==> src/hdl/vcore_placement_allocator_unit_assert.svh <==
// Assertion macros shared by the placement allocator RTL.
// Standalone header; a file that asserts includes it by name.
`ifndef VCORE_PLACEMENT_ALLOCATOR_UNIT_ASSERT_SVH
`define VCORE_PLACEMENT_ALLOCATOR_UNIT_ASSERT_SVH

`ifndef SYNTHESIS
// The condition must never hold outside reset.
`define VPA_ASSERT_NEVER(lbl, clk, rstn, cond) \
    lbl: assert property (@(posedge clk) disable iff (!rstn) !(cond)) \
        else $error("placement allocator check failed");
// The antecedent implies the consequent in the same cycle.
`define VPA_ASSERT_IMPLY(lbl, clk, rstn, ante, cons) \
    lbl: assert property (@(posedge clk) disable iff (!rstn) (ante) |-> (cons)) \
        else $error("placement allocator check failed");
`else
`define VPA_ASSERT_NEVER(lbl, clk, rstn, cond)
`define VPA_ASSERT_IMPLY(lbl, clk, rstn, ante, cons)
`endif

`endif

==> src/hdl/vpa_pkg.sv <==
// Shared types and codes of the placement allocator.
// No dependencies.
package vpa_pkg;

    localparam int BW_WIDTH = 16;
    localparam int ID_WIDTH = 16;

    localparam logic [ID_WIDTH-1:0] FREE_OWNER = 16'hFFFF;

    localparam logic [1:0] ST_PLACED     = 2'd0;
    localparam logic [1:0] ST_NOT_PLACED = 2'd1;
    localparam logic [1:0] ST_RELEASED   = 2'd2;
    localparam logic [1:0] ST_TOO_LONG   = 2'd3;

    localparam logic REG_SEARCH_MODE = 1'b0;
    localparam logic REG_NODE_CAP    = 1'b1;

    localparam logic REQ_DEMAND  = 1'b0;
    localparam logic REQ_RELEASE = 1'b1;

    localparam logic MODE_FIRST_FIT = 1'b0;

    // Control from the sequencer to the node table.
    typedef struct packed {
        logic we;      // write bandwidth and busy count at waddr
        logic clr_bw;  // reload every node's bandwidth from capacity
    } node_ctl_t;

endpackage

==> src/hdl/vpa_ram.sv <==
// Generic simple dual-port RAM with registered read.
// No dependencies.
module vpa_ram #(
    parameter int WIDTH = 8,
    parameter int DEPTH = 16,
    localparam int AW = (DEPTH > 1) ? $clog2(DEPTH) : 1
) (
    input  logic             clk,
    input  logic             we,
    input  logic [AW-1:0]    waddr,
    input  logic [WIDTH-1:0] wdata,
    input  logic [AW-1:0]    raddr,
    output logic [WIDTH-1:0] rdata
);

    logic [WIDTH-1:0] mem [DEPTH];

    always_ff @(posedge clk) begin
        if (we) begin
            mem[waddr] <= wdata;
        end
        rdata <= mem[raddr];
    end

endmodule

==> src/hdl/vpa_node_tbl.sv <==
// Per-node free bandwidth and busy count, two RAMs with valid bits.
// Depends on vpa_pkg and vpa_ram.
module vpa_node_tbl #(
    parameter int NODES = 64,
    parameter int BUSY_W = 5,
    localparam int NW = (NODES > 1) ? $clog2(NODES) : 1
) (
    input  logic                       clk,
    input  logic                       rstn,
    input  vpa_pkg::node_ctl_t         ctl,
    input  logic [NW-1:0]              raddr,
    input  logic [NW-1:0]              waddr,
    input  logic [vpa_pkg::BW_WIDTH-1:0] bw_wdata,
    input  logic [BUSY_W-1:0]          busy_wdata,
    input  logic [vpa_pkg::BW_WIDTH-1:0] cap,
    output logic [vpa_pkg::BW_WIDTH-1:0] bw_rdata,
    output logic [BUSY_W-1:0]          busy_rdata
);

    // An entry not yet written reads as capacity (bandwidth) or zero (busy).
    logic [NODES-1:0] bw_vld_reg;
    logic [NODES-1:0] busy_vld_reg;
    logic             bw_hit_reg;
    logic             busy_hit_reg;
    logic [vpa_pkg::BW_WIDTH-1:0] bw_ram;
    logic [BUSY_W-1:0]          busy_ram;

    vpa_ram #(.WIDTH(vpa_pkg::BW_WIDTH), .DEPTH(NODES)) u_bw_ram (
        .clk(clk), .we(ctl.we), .waddr(waddr), .wdata(bw_wdata),
        .raddr(raddr), .rdata(bw_ram)
    );

    vpa_ram #(.WIDTH(BUSY_W), .DEPTH(NODES)) u_busy_ram (
        .clk(clk), .we(ctl.we), .waddr(waddr), .wdata(busy_wdata),
        .raddr(raddr), .rdata(busy_ram)
    );

    always_ff @(posedge clk) begin
        if (!rstn) begin
            bw_vld_reg   <= '0;
            busy_vld_reg <= '0;
            bw_hit_reg   <= 1'b0;
            busy_hit_reg <= 1'b0;
        end else begin
            bw_hit_reg   <= bw_vld_reg[raddr];
            busy_hit_reg <= busy_vld_reg[raddr];
            if (ctl.clr_bw) begin
                bw_vld_reg <= '0;
            end else if (ctl.we) begin
                bw_vld_reg[waddr] <= 1'b1;
            end
            if (ctl.we) begin
                busy_vld_reg[waddr] <= 1'b1;
            end
        end
    end

    assign bw_rdata   = bw_hit_reg ? bw_ram : cap;
    assign busy_rdata = busy_hit_reg ? busy_ram : '0;

endmodule

==> src/hdl/vcore_placement_allocator_unit.sv <==
// Top level of the core placement allocator: sequencer, owner RAM, demand buffer.
// Depends on vpa_pkg, vpa_ram, vpa_node_tbl and the assertion header.
//
//  Channel   Direction  Handshake              Carries
//  s_*       in         s_valid / s_ready      demand or release transaction
//  m_*       out        m_valid / m_ready      placed, not placed, released, too long
//  cfg_*     in         cfg_wr_en              search mode, node capacity
//
// A demand transaction that is not the last of a request is stored in S_IDLE.
// A release passes S_REL_DIV, S_REL_REM, S_REL_RD, S_REL_WR, S_EMIT_LD and S_EMIT,
// where it waits for the result to be taken. The search visits one core per cycle
// through the owner RAM read port, with a pass through S_NODE for each node; each
// chosen core then takes S_CM_RD and S_CM_WR for the node table read-modify-write,
// and each emitted result takes S_EMIT_LD and S_EMIT. After reset the owner RAM
// is cleared one core per cycle, during which s_ready stays low.
// The block works on one transaction at a time; a stalled result holds everything.
`include "vcore_placement_allocator_unit_assert.svh"

module vcore_placement_allocator_unit #(
    parameter int NODES = 64,
    parameter int CORES_PER_NODE = 16,
    parameter int MAX_REQ = 16
) (
    input  logic        aclk,
    input  logic        aresetn,
    input  logic        cfg_wr_en,
    input  logic [0:0]  cfg_index,
    input  logic [15:0] cfg_wdata,
    input  logic        s_valid,
    output logic        s_ready,
    input  logic        s_req_type,
    input  logic [15:0] s_bandwidth,
    input  logic [15:0] s_vm_id,
    input  logic [9:0]  s_core_index,
    input  logic        s_last,
    output logic        m_valid,
    input  logic        m_ready,
    output logic [1:0]  m_status,
    output logic [9:0]  m_core_index_out,
    output logic [6:0]  m_servers_on,
    output logic [10:0] m_free_cores,
    output logic        m_last_out
);

    localparam int TOTAL = NODES * CORES_PER_NODE;
    localparam int GW = (TOTAL > 1) ? $clog2(TOTAL) : 1;
    localparam int NW = (NODES > 1) ? $clog2(NODES) : 1;
    localparam int SW = $clog2(CORES_PER_NODE + 1);
    localparam int CW = $clog2(MAX_REQ + 1);
    localparam int PW = (MAX_REQ > 1) ? $clog2(MAX_REQ) : 1;
    localparam int FW = $clog2(TOTAL + 1);
    localparam int VW = $clog2(NODES + 1);
    localparam int SHIFT = 20;
    localparam int RECIP = (1 << SHIFT) / CORES_PER_NODE;
    localparam int BWW = vpa_pkg::BW_WIDTH;

    typedef enum logic [3:0] {
        S_CLEAR, S_IDLE, S_REL_DIV, S_REL_REM, S_REL_RD, S_REL_WR,
        S_NODE, S_SCAN, S_CM_RD, S_CM_WR, S_EMIT_LD, S_EMIT
    } state_t;

    state_t state_reg;

    logic           mode_reg;
    logic [BWW-1:0] cap_reg;
    logic [CW-1:0]  cnt_reg;
    logic [CW-1:0]  ptr_reg;
    logic [BWW-1:0] dem_reg [MAX_REQ];
    logic [NW-1:0]  pick_node_reg [MAX_REQ];
    logic [SW-1:0]  pick_slot_reg [MAX_REQ];
    logic [NW-1:0]  rr_node_reg;
    logic [SW-1:0]  rr_core_reg;
    logic [VW-1:0]  srv_reg;
    logic [FW-1:0]  free_reg;
    logic [NW-1:0]  node_reg;
    logic [SW-1:0]  slot_reg;
    logic [NW-1:0]  visit_reg;
    logic           first_reg;
    logic [BWW-1:0] budget_reg;
    logic [GW:0]    clr_addr_reg;
    logic [9:0]     rel_idx_reg;
    logic [BWW-1:0] rel_bw_reg;
    logic [9:0]     quot_reg;
    logic [NW-1:0]  rel_node_reg;
    logic [1:0]     out_status_reg;
    logic [9:0]     out_index_reg;
    logic [6:0]     out_srv_reg;
    logic [10:0]    out_free_reg;
    logic           out_last_reg;

    // Owner RAM holds one bit per core: set when the core is taken.
    logic          own_we;
    logic [GW-1:0] own_waddr;
    logic          own_wdata;
    logic [GW-1:0] own_raddr;
    logic          own_rdata;

    vpa_pkg::node_ctl_t node_ctl;
    logic [NW-1:0]  nt_raddr;
    logic [NW-1:0]  nt_waddr;
    logic [BWW-1:0] nt_bw_wdata;
    logic [SW-1:0]  nt_busy_wdata;
    logic [BWW-1:0] nt_bw_rdata;
    logic [SW-1:0]  nt_busy_rdata;

    vpa_ram #(.WIDTH(1), .DEPTH(TOTAL)) u_owner_ram (
        .clk(aclk), .we(own_we), .waddr(own_waddr), .wdata(own_wdata),
        .raddr(own_raddr), .rdata(own_rdata)
    );

    vpa_node_tbl #(.NODES(NODES), .BUSY_W(SW)) u_node_tbl (
        .clk(aclk), .rstn(aresetn), .ctl(node_ctl),
        .raddr(nt_raddr), .waddr(nt_waddr),
        .bw_wdata(nt_bw_wdata), .busy_wdata(nt_busy_wdata),
        .cap(cap_reg), .bw_rdata(nt_bw_rdata), .busy_rdata(nt_busy_rdata)
    );

    // Core address of the slot under scan, and of the pick at ptr_reg.
    logic [GW:0]    g_cur;
    logic [GW:0]    g_next;
    logic [GW:0]    g_pick;
    logic [GW+9:0]  g_pick_ext;
    logic [GW+9:0]  rel_idx_ext;
    logic [PW-1:0]  p_idx;
    logic [BWW-1:0] budget_eff;
    logic [BWW-1:0] dem_cur;
    logic           take;
    logic           req_done;
    logic           last_visit;
    logic [NW-1:0]  node_inc;
    logic           in_range;
    logic           rel_hit;
    logic [BWW:0]   bw_sum;
    logic [30:0]    quot_prod;
    logic [19:0]    rel_rem;
    logic [9:0]     quot_fix;
    logic [VW+6:0]  srv_ext;
    logic [FW+10:0] free_ext;

    assign p_idx       = ptr_reg[PW-1:0];
    assign g_cur       = (GW+1)'(node_reg) * (GW+1)'(CORES_PER_NODE) + (GW+1)'(slot_reg);
    assign g_next      = g_cur + (GW+1)'(1);
    assign g_pick      = (GW+1)'(pick_node_reg[p_idx]) * (GW+1)'(CORES_PER_NODE)
                       + (GW+1)'(pick_slot_reg[p_idx]);
    assign g_pick_ext  = (GW+10)'(g_pick);
    assign rel_idx_ext = (GW+10)'(rel_idx_reg);
    assign dem_cur     = dem_reg[p_idx];
    assign budget_eff  = first_reg ? nt_bw_rdata : budget_reg;
    assign take        = !own_rdata && (budget_eff >= dem_cur);
    assign req_done    = (ptr_reg + CW'(1)) == cnt_reg;
    assign last_visit  = visit_reg == NW'(NODES - 1);
    assign node_inc    = (node_reg == NW'(NODES - 1)) ? '0 : node_reg + NW'(1);
    assign in_range    = 32'(rel_idx_reg) < 32'(TOTAL);
    assign rel_hit     = in_range && own_rdata;
    assign bw_sum      = (BWW+1)'(nt_bw_rdata) + (BWW+1)'(rel_bw_reg);
    assign quot_prod   = 31'(rel_idx_reg) * 31'(RECIP);
    assign rel_rem     = 20'(rel_idx_reg) - 20'(quot_reg) * 20'(CORES_PER_NODE);
    assign quot_fix    = (rel_rem >= 20'(CORES_PER_NODE)) ? quot_reg + 10'd1 : quot_reg;
    assign srv_ext     = (VW+7)'(srv_reg);
    assign free_ext    = (FW+11)'(free_reg);

    always_comb begin
        own_we    = 1'b0;
        own_waddr = clr_addr_reg[GW-1:0];
        own_wdata = 1'b0;
        case (state_reg)
            S_CLEAR: begin
                own_we = 1'b1;
            end
            S_CM_WR: begin
                own_we    = 1'b1;
                own_waddr = g_pick[GW-1:0];
                own_wdata = 1'b1;
            end
            S_REL_WR: begin
                own_we    = rel_hit;
                own_waddr = rel_idx_ext[GW-1:0];
            end
            default: begin
                own_we = 1'b0;
            end
        endcase
    end

    always_comb begin
        case (state_reg)
            S_SCAN:   own_raddr = g_next[GW-1:0];
            S_REL_RD: own_raddr = rel_idx_ext[GW-1:0];
            default:  own_raddr = g_cur[GW-1:0];
        endcase
    end

    always_comb begin
        node_ctl.clr_bw = cfg_wr_en && (cfg_index == vpa_pkg::REG_NODE_CAP);
        node_ctl.we     = (state_reg == S_CM_WR) || ((state_reg == S_REL_WR) && rel_hit);
        case (state_reg)
            S_CM_RD:  nt_raddr = pick_node_reg[p_idx];
            S_REL_RD: nt_raddr = rel_node_reg;
            default:  nt_raddr = node_reg;
        endcase
        if (state_reg == S_CM_WR) begin
            nt_waddr      = pick_node_reg[p_idx];
            nt_bw_wdata   = nt_bw_rdata - dem_cur;
            nt_busy_wdata = nt_busy_rdata + SW'(1);
        end else begin
            nt_waddr      = rel_node_reg;
            nt_bw_wdata   = bw_sum[BWW] ? {BWW{1'b1}} : bw_sum[BWW-1:0];
            nt_busy_wdata = (nt_busy_rdata != '0) ? nt_busy_rdata - SW'(1) : '0;
        end
    end

    always_ff @(posedge aclk) begin
        if (!aresetn) begin
            state_reg    <= S_CLEAR;
            mode_reg     <= vpa_pkg::MODE_FIRST_FIT;
            cap_reg      <= 16'd1000;
            cnt_reg      <= '0;
            ptr_reg      <= '0;
            rr_node_reg  <= '0;
            rr_core_reg  <= '0;
            srv_reg      <= '0;
            free_reg     <= FW'(TOTAL);
            clr_addr_reg <= '0;
        end else begin
            if (cfg_wr_en) begin
                if (cfg_index == vpa_pkg::REG_SEARCH_MODE) begin
                    mode_reg <= cfg_wdata[0];
                end else begin
                    cap_reg <= cfg_wdata;
                end
            end
            case (state_reg)
                S_CLEAR: begin
                    clr_addr_reg <= clr_addr_reg + (GW+1)'(1);
                    if (clr_addr_reg == (GW+1)'(TOTAL - 1)) begin
                        state_reg <= S_IDLE;
                    end
                end
                S_IDLE: begin
                    if (s_valid) begin
                        out_last_reg <= 1'b1;
                        out_index_reg <= '0;
                        out_srv_reg <= srv_ext[6:0];
                        out_free_reg <= free_ext[10:0];
                        if (s_req_type == vpa_pkg::REQ_RELEASE) begin
                            rel_idx_reg <= s_core_index;
                            rel_bw_reg  <= s_bandwidth;
                            state_reg   <= S_REL_DIV;
                        end else if (cnt_reg == CW'(MAX_REQ)) begin
                            cnt_reg        <= '0;
                            out_status_reg <= vpa_pkg::ST_TOO_LONG;
                            state_reg      <= S_EMIT;
                        end else begin
                            dem_reg[cnt_reg[PW-1:0]] <= s_bandwidth;
                            cnt_reg <= cnt_reg + CW'(1);
                            if (s_last) begin
                                if (s_vm_id == vpa_pkg::FREE_OWNER) begin
                                    cnt_reg        <= '0;
                                    out_status_reg <= vpa_pkg::ST_NOT_PLACED;
                                    state_reg      <= S_EMIT;
                                end else begin
                                    ptr_reg   <= '0;
                                    visit_reg <= '0;
                                    if (mode_reg == vpa_pkg::MODE_FIRST_FIT) begin
                                        node_reg <= '0;
                                        slot_reg <= '0;
                                    end else begin
                                        node_reg    <= rr_node_reg;
                                        slot_reg    <= rr_core_reg;
                                        rr_core_reg <= '0;
                                    end
                                    state_reg <= S_NODE;
                                end
                            end
                        end
                    end
                end
                S_REL_DIV: begin
                    quot_reg  <= quot_prod[SHIFT+9:SHIFT];
                    state_reg <= S_REL_REM;
                end
                S_REL_REM: begin
                    rel_node_reg <= quot_fix[NW-1:0];
                    state_reg    <= S_REL_RD;
                end
                S_REL_RD: begin
                    state_reg <= S_REL_WR;
                end
                S_REL_WR: begin
                    if (rel_hit) begin
                        free_reg <= free_reg + FW'(1);
                        if ((nt_busy_rdata == SW'(1)) && (srv_reg != '0)) begin
                            srv_reg <= srv_reg - VW'(1);
                        end
                    end
                    out_status_reg <= vpa_pkg::ST_RELEASED;
                    out_index_reg  <= rel_idx_reg;
                    state_reg      <= S_EMIT_LD;
                end
                S_NODE: begin
                    first_reg <= 1'b1;
                    if (slot_reg >= SW'(CORES_PER_NODE)) begin
                        if (last_visit) begin
                            cnt_reg        <= '0;
                            out_status_reg <= vpa_pkg::ST_NOT_PLACED;
                            out_index_reg  <= '0;
                            state_reg      <= S_EMIT_LD;
                        end else begin
                            visit_reg <= visit_reg + NW'(1);
                            node_reg  <= node_inc;
                            slot_reg  <= '0;
                        end
                    end else begin
                        state_reg <= S_SCAN;
                    end
                end
                S_SCAN: begin
                    first_reg  <= 1'b0;
                    budget_reg <= budget_eff;
                    if (take) begin
                        pick_node_reg[p_idx] <= node_reg;
                        pick_slot_reg[p_idx] <= slot_reg;
                        budget_reg <= budget_eff - dem_cur;
                        ptr_reg    <= ptr_reg + CW'(1);
                    end
                    if (take && req_done) begin
                        if (mode_reg != vpa_pkg::MODE_FIRST_FIT) begin
                            rr_node_reg <= node_reg;
                            rr_core_reg <= slot_reg + SW'(1);
                        end
                        ptr_reg   <= '0;
                        state_reg <= S_CM_RD;
                    end else if (slot_reg + SW'(1) < SW'(CORES_PER_NODE)) begin
                        slot_reg <= slot_reg + SW'(1);
                    end else begin
                        slot_reg  <= SW'(CORES_PER_NODE);
                        state_reg <= S_NODE;
                    end
                end
                S_CM_RD: begin
                    state_reg <= S_CM_WR;
                end
                S_CM_WR: begin
                    if (nt_busy_rdata == '0) begin
                        srv_reg <= srv_reg + VW'(1);
                    end
                    if (req_done) begin
                        free_reg       <= free_reg - FW'(cnt_reg);
                        ptr_reg        <= '0;
                        out_status_reg <= vpa_pkg::ST_PLACED;
                        state_reg      <= S_EMIT_LD;
                    end else begin
                        ptr_reg   <= ptr_reg + CW'(1);
                        state_reg <= S_CM_RD;
                    end
                end
                S_EMIT_LD: begin
                    // Counts are final here; placed results also take their core index.
                    out_srv_reg  <= srv_ext[6:0];
                    out_free_reg <= free_ext[10:0];
                    if (out_status_reg == vpa_pkg::ST_PLACED) begin
                        out_index_reg  <= g_pick_ext[9:0];
                        out_last_reg   <= req_done;
                    end else begin
                        out_last_reg <= 1'b1;
                    end
                    state_reg <= S_EMIT;
                end
                S_EMIT: begin
                    if (m_ready) begin
                        if (out_status_reg == vpa_pkg::ST_PLACED && !req_done) begin
                            ptr_reg   <= ptr_reg + CW'(1);
                            state_reg <= S_EMIT_LD;
                        end else begin
                            // A release leaves a partly loaded request in place.
                            if (out_status_reg != vpa_pkg::ST_RELEASED) begin
                                cnt_reg <= '0;
                            end
                            state_reg <= S_IDLE;
                        end
                    end
                end
                default: begin
                    state_reg <= S_IDLE;
                end
            endcase
        end
    end

    assign s_ready          = (state_reg == S_IDLE);
    assign m_valid          = (state_reg == S_EMIT);
    assign m_status         = out_status_reg;
    assign m_core_index_out = out_index_reg;
    assign m_servers_on     = out_srv_reg;
    assign m_free_cores     = out_free_reg;
    assign m_last_out       = out_last_reg;

    // A result and a new transaction are never offered together.
    `VPA_ASSERT_NEVER(a_one_at_a_time, aclk, aresetn, s_ready && m_valid)
    // The owner RAM sweep keeps the input closed.
    `VPA_ASSERT_IMPLY(a_clear_blocks, aclk, aresetn, state_reg == S_CLEAR, !s_ready)
    // Free cores never exceed the table size.
    `VPA_ASSERT_NEVER(a_free_bound, aclk, aresetn, free_reg > FW'(TOTAL))
    // Active nodes never exceed the node count.
    `VPA_ASSERT_NEVER(a_srv_bound, aclk, aresetn, srv_reg > VW'(NODES))

endmodule
==> config.mk <==
export PLATFORM = sky130hd
export DESIGN_NAME = vcore_placement_allocator_unit
export DESIGN_NICKNAME = d
export VERILOG_FILES = /design/src/hdl/vpa_pkg.sv /design/src/hdl/vpa_ram.sv /design/src/hdl/vpa_node_tbl.sv /design/src/hdl/vcore_placement_allocator_unit.sv
export VERILOG_INCLUDE_DIRS = /design/src /design/src/hdl
export SDC_FILE = /design/constraint.sdc
export NUM_CORES = 2
export LEC_CHECK = 0
export BUFFER_PORTS_ARGS = -buffer_cell sky130_fd_sc_hd__buf_2
export CORE_MARGIN = 2
export CORE_UTILIZATION = 57
export CTS_CLUSTER_SIZE = 12
export DETAILED_ROUTE_END_ITERATION = 12
export MAX_ROUTING_LAYER = met4
export PLACE_DENSITY = 0.73
export SLEW_MARGIN = 20
export SYNTH_ARGS = -nofsm -noshare
export SYNTH_HDL_FRONTEND = slang
export SYNTH_SLANG_ARGS = --single-unit
export TNS_END_PERCENT = 50
==> constraint.sdc <==
create_clock -name aclk -period 29.5 [get_ports aclk]
set_input_delay 4.425 -clock aclk [delete_from_list [all_inputs] [get_ports aclk]]
set_output_delay 4.425 -clock aclk [all_outputs]
set_load 0.1 [all_outputs]
## Yosys cells after proc, flatten, opt, wreduce, memory -nomap -nowiden

Memory sizes are Yosys's and may differ from the RTL's. A register that Yosys moved wholly into a read port is not among the register bits.
Index checks and enable logic that the tools add are counted.

- Register bits: 304
- Bits in writable memories: 2800
- Output and inout port bits: 33
- Memories: 6

Memories:

| memory | depth | width | read ports | clocked after Yosys merged registers in | write ports | line | RTL |
|---|---|---|---|---|---|---|---|
| u_node_tbl.u_bw_ram.mem | 64 | 16 | 1 | 1 | 1 | vpa_ram.sv:16 | `logic [WIDTH-1:0] mem [DEPTH];` |
| u_owner_ram.mem | 1024 | 1 | 1 | 1 | 1 | vpa_ram.sv:16 |  |
| u_node_tbl.u_busy_ram.mem | 64 | 5 | 1 | 1 | 1 | vpa_ram.sv:16 |  |
| dem_reg | 16 | 16 | 1 | 1 | 1 | vcore_placement_allocator_unit.sv:68 | `logic [BWW-1:0] dem_reg [MAX_REQ];` |
| pick_node_reg | 16 | 6 | 1 | 1 | 1 | vcore_placement_allocator_unit.sv:69 | `logic [NW-1:0] pick_node_reg [MAX_REQ];` |
| pick_slot_reg | 16 | 5 | 1 | 1 | 1 | vcore_placement_allocator_unit.sv:70 | `logic [SW-1:0] pick_slot_reg [MAX_REQ];` |

- $add $sub $neg: 20
- Order comparisons: 7
- Equal/unequal tests: 47
- Muxes and demuxes: 144
- Bitwise logic cells: 4
- Reduce and logical (&&, ||, !) cells: 46

Operator list:

| operator | number |
|---|---|
| $mux W5 | 41 |
| $or A64 B64 Y64 | 2 |
| $mux W6 | 18 |
| $mux W16 | 5 |
| $mux W4 | 18 |
| $pmux W4 S12 | 1 |
| $pmux W11 S2 | 2 |
| $mux W10 | 4 |
| $pmux W10 S2 | 2 |
| $pmux W10 S4 | 1 |
| $pmux W6 S2 | 3 |
| $reduce_and A9 Y1 | 4 |
| $mux W11 | 3 |
| $sub A16 B16 Y16 | 2 |
| $ne A2 B2 Y1 const B | 15 |
| $pmux W5 S3 | 2 |
| $mux W7 | 4 |
| $pmux W7 S2 | 2 |
| $add A11 B1 Y11 const B | 2 |
| $add A10 B5 Y10 | 2 |
| $add A5 B1 Y5 const B | 4 |
| $ge A20 B5 Y1 const B | 1 |
| $mux W1 | 20 |
| $pmux W5 S4 | 1 |
| 52 further kinds | 109 |

## Depth between registers and ports, before layout

- Word-level depth: 9
- Gate-level depth with buffers: 23
- Mapped depth without buffers: 19

## Cells and area by module

A second synthesis with hierarchy kept.

- Cells, all modules: 8028
- Area, all modules: 131222.1 sq um

Modules (own cells, without submodules):

| module | times used | cells each | area an instance (sq um) | seq. area each (sq um) |
|---|---|---|---|---|
| vpa_ram at u_owner_ram | 1 | 3112 | 44656.6 | 30769.5 |
| vpa_ram at u_node_tbl.u_bw_ram | 1 | 1829 | 40042.2 | 31069.8 |
| vcore_placement_allocator_unit | 1 | 1974 | 28297.1 | 17566.8 |
| vpa_ram at u_node_tbl.u_busy_ram | 1 | 642 | 12886.1 | 9709.3 |
| vpa_node_tbl | 1 | 471 | 5340.1 | 2602.5 |

## Worst setup path after synthesis

Ideal clock, no wire load.

- Kind: reg-to-reg
- Start: register state_reg[1]
- End: memory u_node_tbl.u_bw_ram.mem[0][14] (netlist name) (data pin)
- Arrival time: 26.856 ns
- Data required time: 27.507 ns
- Slack: 0.651 ns
- Cell stages (with the launch flop): 9
- Buffers on the path: 4
- Period minus slack after synthesis: 28.849 ns
- Cells stage by stage: dfxtp_1 > buf_2 > nor2_1 > nand3_1 > inv_1 > clkbuf_1 > clkbuf_1 > buf_1 > a21oi_1

- Longest elaborated chain between the ends: 2

RTL lines:

| item | line | RTL |
|---|---|---|
| from (decl) | vcore_placement_allocator_unit.sv:62 | `state_t state_reg;` |
| from (signal assigned) | vcore_placement_allocator_unit.sv:214 | `state_reg <= S_CLEAR;` |
| from (signal assigned) | vcore_placement_allocator_unit.sv:236 | `state_reg <= S_IDLE;` |
| from (signal assigned) | vcore_placement_allocator_unit.sv:248 | `state_reg <= S_REL_DIV;` |
| $eq A4 B4 Y1 | vcore_placement_allocator_unit.sv:201 | `if (state_reg == S_CM_WR) begin` |
| $mux W16 | vcore_placement_allocator_unit.sv:201 |  |
| via nt_bw_wdata[14] | vcore_placement_allocator_unit.sv:101 | `logic [BWW-1:0] nt_bw_wdata;` |
| to (decl) | vpa_ram.sv:16 |  |

The timed path passes the listed nets, and every way through them passes these cells.

## Worst setup path after layout

- Start: register state_reg[1]
- End: output m_valid

- Longest elaborated chain between the ends: 1

RTL lines:

| item | line | RTL |
|---|---|---|
| $eq A4 B4 Y1 | vcore_placement_allocator_unit.sv:391 | `assign m_valid = (state_reg == S_EMIT);` |
| to (decl) | vcore_placement_allocator_unit.sv:36 | `output logic m_valid,` |

Every way passes these cells.

==> out/results.txt <==
Area enclosed by the die boundary - 0.236 mm2
Critical Path Sink Type - primary output
Cell variety after synth - 78
GRT Overall Usage - 0.310
Area share of the largest cell type after synthesis - 0.659
Core region area - 0.230 mm2
Die Span X - 486 um
Overall power consumption - 12.7 mW
Congestion Overflow GR - 0
Maximum number of pins on one net before global-route repair - 204
Number of max-cap violations - 0
Routed wirelength normalized by instance count - 26.9 um
Vias in the first global route - 84700
Unrepaired setup endpoints after global routing - no
Timing-limited maximum frequency - 132 MHz
PD cells - 87.3 mW/mm2
Number of clock buffers inserted by TritonCTS - 331
Ratio of routed vias to standard cells - 6.53
DRT iter0 DRCs - 13200
Stage delay of the slowest cell on the critical path - 810 ps
Number of sinks handled by clock tree synthesis - 3130
First-pass GRT wire length - 535000 um
Detailed-route DRC error count - 0
Worst path slowest cell - sky130_fd_sc_hd__dfxtp_1
Antenna violations before repair - 7
Leading register cell type out of synthesis - sky130_fd_sc_hd__edfxtp_1
Detailed-routing iteration count for the pre-antenna-repair pass - 8
Netlist Area Pre-Place - 0.132 mm2
Detailed-route via count - 88600
Setup-failing EPs final - 0
Flop and latch count out of synthesis - 3130
Longest Clk Path Bufs - 4
Data arrival at the endpoint of the critical path - 3130 ps
Root cell of the clock tree - sky130_fd_sc_hd__clkbuf_16
Share of the core filled with cells in the final layout - 0.631
Biggest area consumer among synthesized cells - sky130_fd_sc_hd__edfxtp_1
Classification of the worst setup path - reg -> out
Number of max-slew violations in the final report - 0
Inst Count DP - 13000
Gate count after technology mapping - 10500
Cts repair resizes - 0
Boundary Pins - 99
Synthesized area per cell - 12.6 um2
Share of synthesized area occupied by flip-flops and latches - 0.693
Biggest area contributors in the synthesized netlist - sky130_fd_sc_hd__edfxtp_1 66%, sky130_fd_sc_hd__nand2_1 5.3%, sky130_fd_sc_hd__nor2_1 4.0%
Data required, critical path - 25080 ps
Minimum period implied by the final worst setup slack - 7550 ps
Post-DP HPWL - 197000 um
Relative slew margins - 0.238
Max H-tree Level - 5
Setup TNS - 0 ps
Synthesis Warnings - 0
Critical-path cell list - inv_1 > nor2_1 > nand3_1 > inv_1 > buf_2
I/O Buffers - 98
Most used cell, CP - sky130_fd_sc_hd__inv_1
Final clock period utilization by the worst path - 0.256
Worst Hold Slack - 457 ps
Clock tree from TritonCTS - done
Post-CTS Hold Buffers - 0
Number of nets in the final layout - 10500
Area delta synth->final - 9.85%
Total buffers and inverters traversed by the critical path - 3
Buffer count from post-CTS setup fixing - 0
Status - finished, final reports clean
Hold/Removal Path Class - reg -> reg
Skew-Pair Late Insertion Delay - 980 ps
Wire length reported by the detailed router - 364000 um
Routability cong. - 0.890
Gate family responsible for the most delay along the worst path - buffers and inverters
Remaining antenna violation count after routing - 0
Worst Clk Skew - 94.6 ps
Proportion of register bits with asynchronous set or reset after synthesis - 0
Height of the die - 486 um
Clock-pin slew on the worst setup and hold paths - 60 ps
Actual slew at the worst max-slew pin - 1140 ps
Maximum vdd drop - 0.000102 V
Number of synthesized flops with an enable pin - 2903
Leading cell type in the layout, fill and taps excluded - sky130_fd_sc_hd__edfxtp_1
Top library cells by usage in the layout, fill and taps aside - 2903 x sky130_fd_sc_hd__edfxtp_1, 1805 x sky130_fd_sc_hd__nand2_1, 1333 x sky130_fd_sc_hd__nor2_1, 484 x sky130_fd_sc_hd__a211oi_1, 372 x sky130_fd_sc_hd__and2_1
Startpoint class of the critical path - flip-flop
Non-filler cells in the finished layout - 13600
Standard-cell row count - 176
Net count after synthesis - 10600
Reported leakage power - 46.2 nW
Ratio of cells with drive above 1 in the final layout - 0.101
Starting density of the core - 0.574
Biggest regs - u_node_tbl.u_bw_ram.mem (1024), u_owner_ram.mem (1024), u_node_tbl.u_busy_ram.mem (320)
Count of final hold-check violations - 0
Largest fanout of any net on the critical path - 20
[Yosys cell counts, drive strengths merged, types with 40 or more instances]
master  instances
a211oi        484
a21oi         203
a221oi         53
a22oi          55
a311oi        277
a31oi         266
a32o           41
and2          383
and3          182
buf           340
clkbuf        463
dfxtp         227
edfxtp       2903
ha             89
inv            90
mux2i          48
mux4          142
nand2        1854
nand3         220
nor2         1419
nor3          143
o21a           72
o21ai         110
xnor2          56
xor2           40
[report_power, final]
group	internal, mW	leakage [nW]	switching [mW]
registers	5.33	26.3	0.0759
clock network	2.14	4.58	1.62
logic	0.926	15.4	2.61
total	8.39	46.2	4.30
[logic make-up (layout without fill, tap and decap cells)]
kind of cell | after synthesis | after routing | share of synthesized area
simple gates | 4297 | 4297 | 0.138
flops | 3130 | 3130 | 0.693
compound gates | 1748 | 1748 | 0.0956
buf+inv | 893 | 950 | 0.0278
mux | 209 | 209 | 0.0294
xor+xnor | 96 | 96 | 0.00635
fa+ha+maj | 95 | 95 | 0.00932
other cells | 0 | 5 | 0
[area by class of cell]
class,instances,area [um2]
diodes,5,12.5
clock buffers,472,9050
clock inverters,68,403
fillers,16700,85000
inverters,90,348
multi-input cells,6445,37700
flip-flops and latches,3130,91700
well taps,3026,3790
repair buffers,320,2290
[final timing paths]
path / startpoint / endpoint / slack [ps] / cells after the start
max: state_reg[1] / m_valid / 21950 / 5
min: u_node_tbl.bw_vld_reg[43] / u_node_tbl.bw_vld_reg[43] / 460 / 1
max reg2reg: flip-flop / u_node_tbl.u_bw_ram.rdata[2] / 21960 / 14
min reg2reg: u_node_tbl.bw_vld_reg[43] / u_node_tbl.bw_vld_reg[43] / 460 / 1
[worst reg2reg max path: stages, from the launching register on]
cell and delay, ps:
sky130_fd_sc_hd__dfxtp_4 840, sky130_fd_sc_hd__buf_4 720, sky130_fd_sc_hd__mux4_2 630, sky130_fd_sc_hd__mux4_2 600, sky130_fd_sc_hd__and2_1 230, sky130_fd_sc_hd__a221oi_4 480
sky130_fd_sc_hd__buf_4 740, sky130_fd_sc_hd__buf_4 860, sky130_fd_sc_hd__buf_4 650, sky130_fd_sc_hd__buf_4 580, sky130_fd_sc_hd__a311oi_1 140, sky130_fd_sc_hd__nor3_1 460
sky130_fd_sc_hd__nor3_1 260, sky130_fd_sc_hd__o31ai_1 150, sky130_fd_sc_hd__o21ai_1 80
[routing by layer]
metal | share of wire | up-vias | GRT usage | wire (um)
met5 | 0 | - | - | 0
met4 | 0.052 | 0 | 0.145 | 19000
met3 | 0.10 | 983 | 0.0464 | 37600
met2 | 0.47 | 5372 | 0.483 | 173000
met1 | 0.37 | 43900 | 0.406 | 135000
li1 | - | 38300 | - | -
[per-stage QoR]
step	setup WS, ps	area [um2]
3_3_place_gp	21800	136000
6_report	21950	145000
3_5_place_dp	22010	136000
2_1_floorplan	651	132000
4_1_cts	21870	145000
5_1_grt	21600	145000
Power figures use the tool's default switching activity.
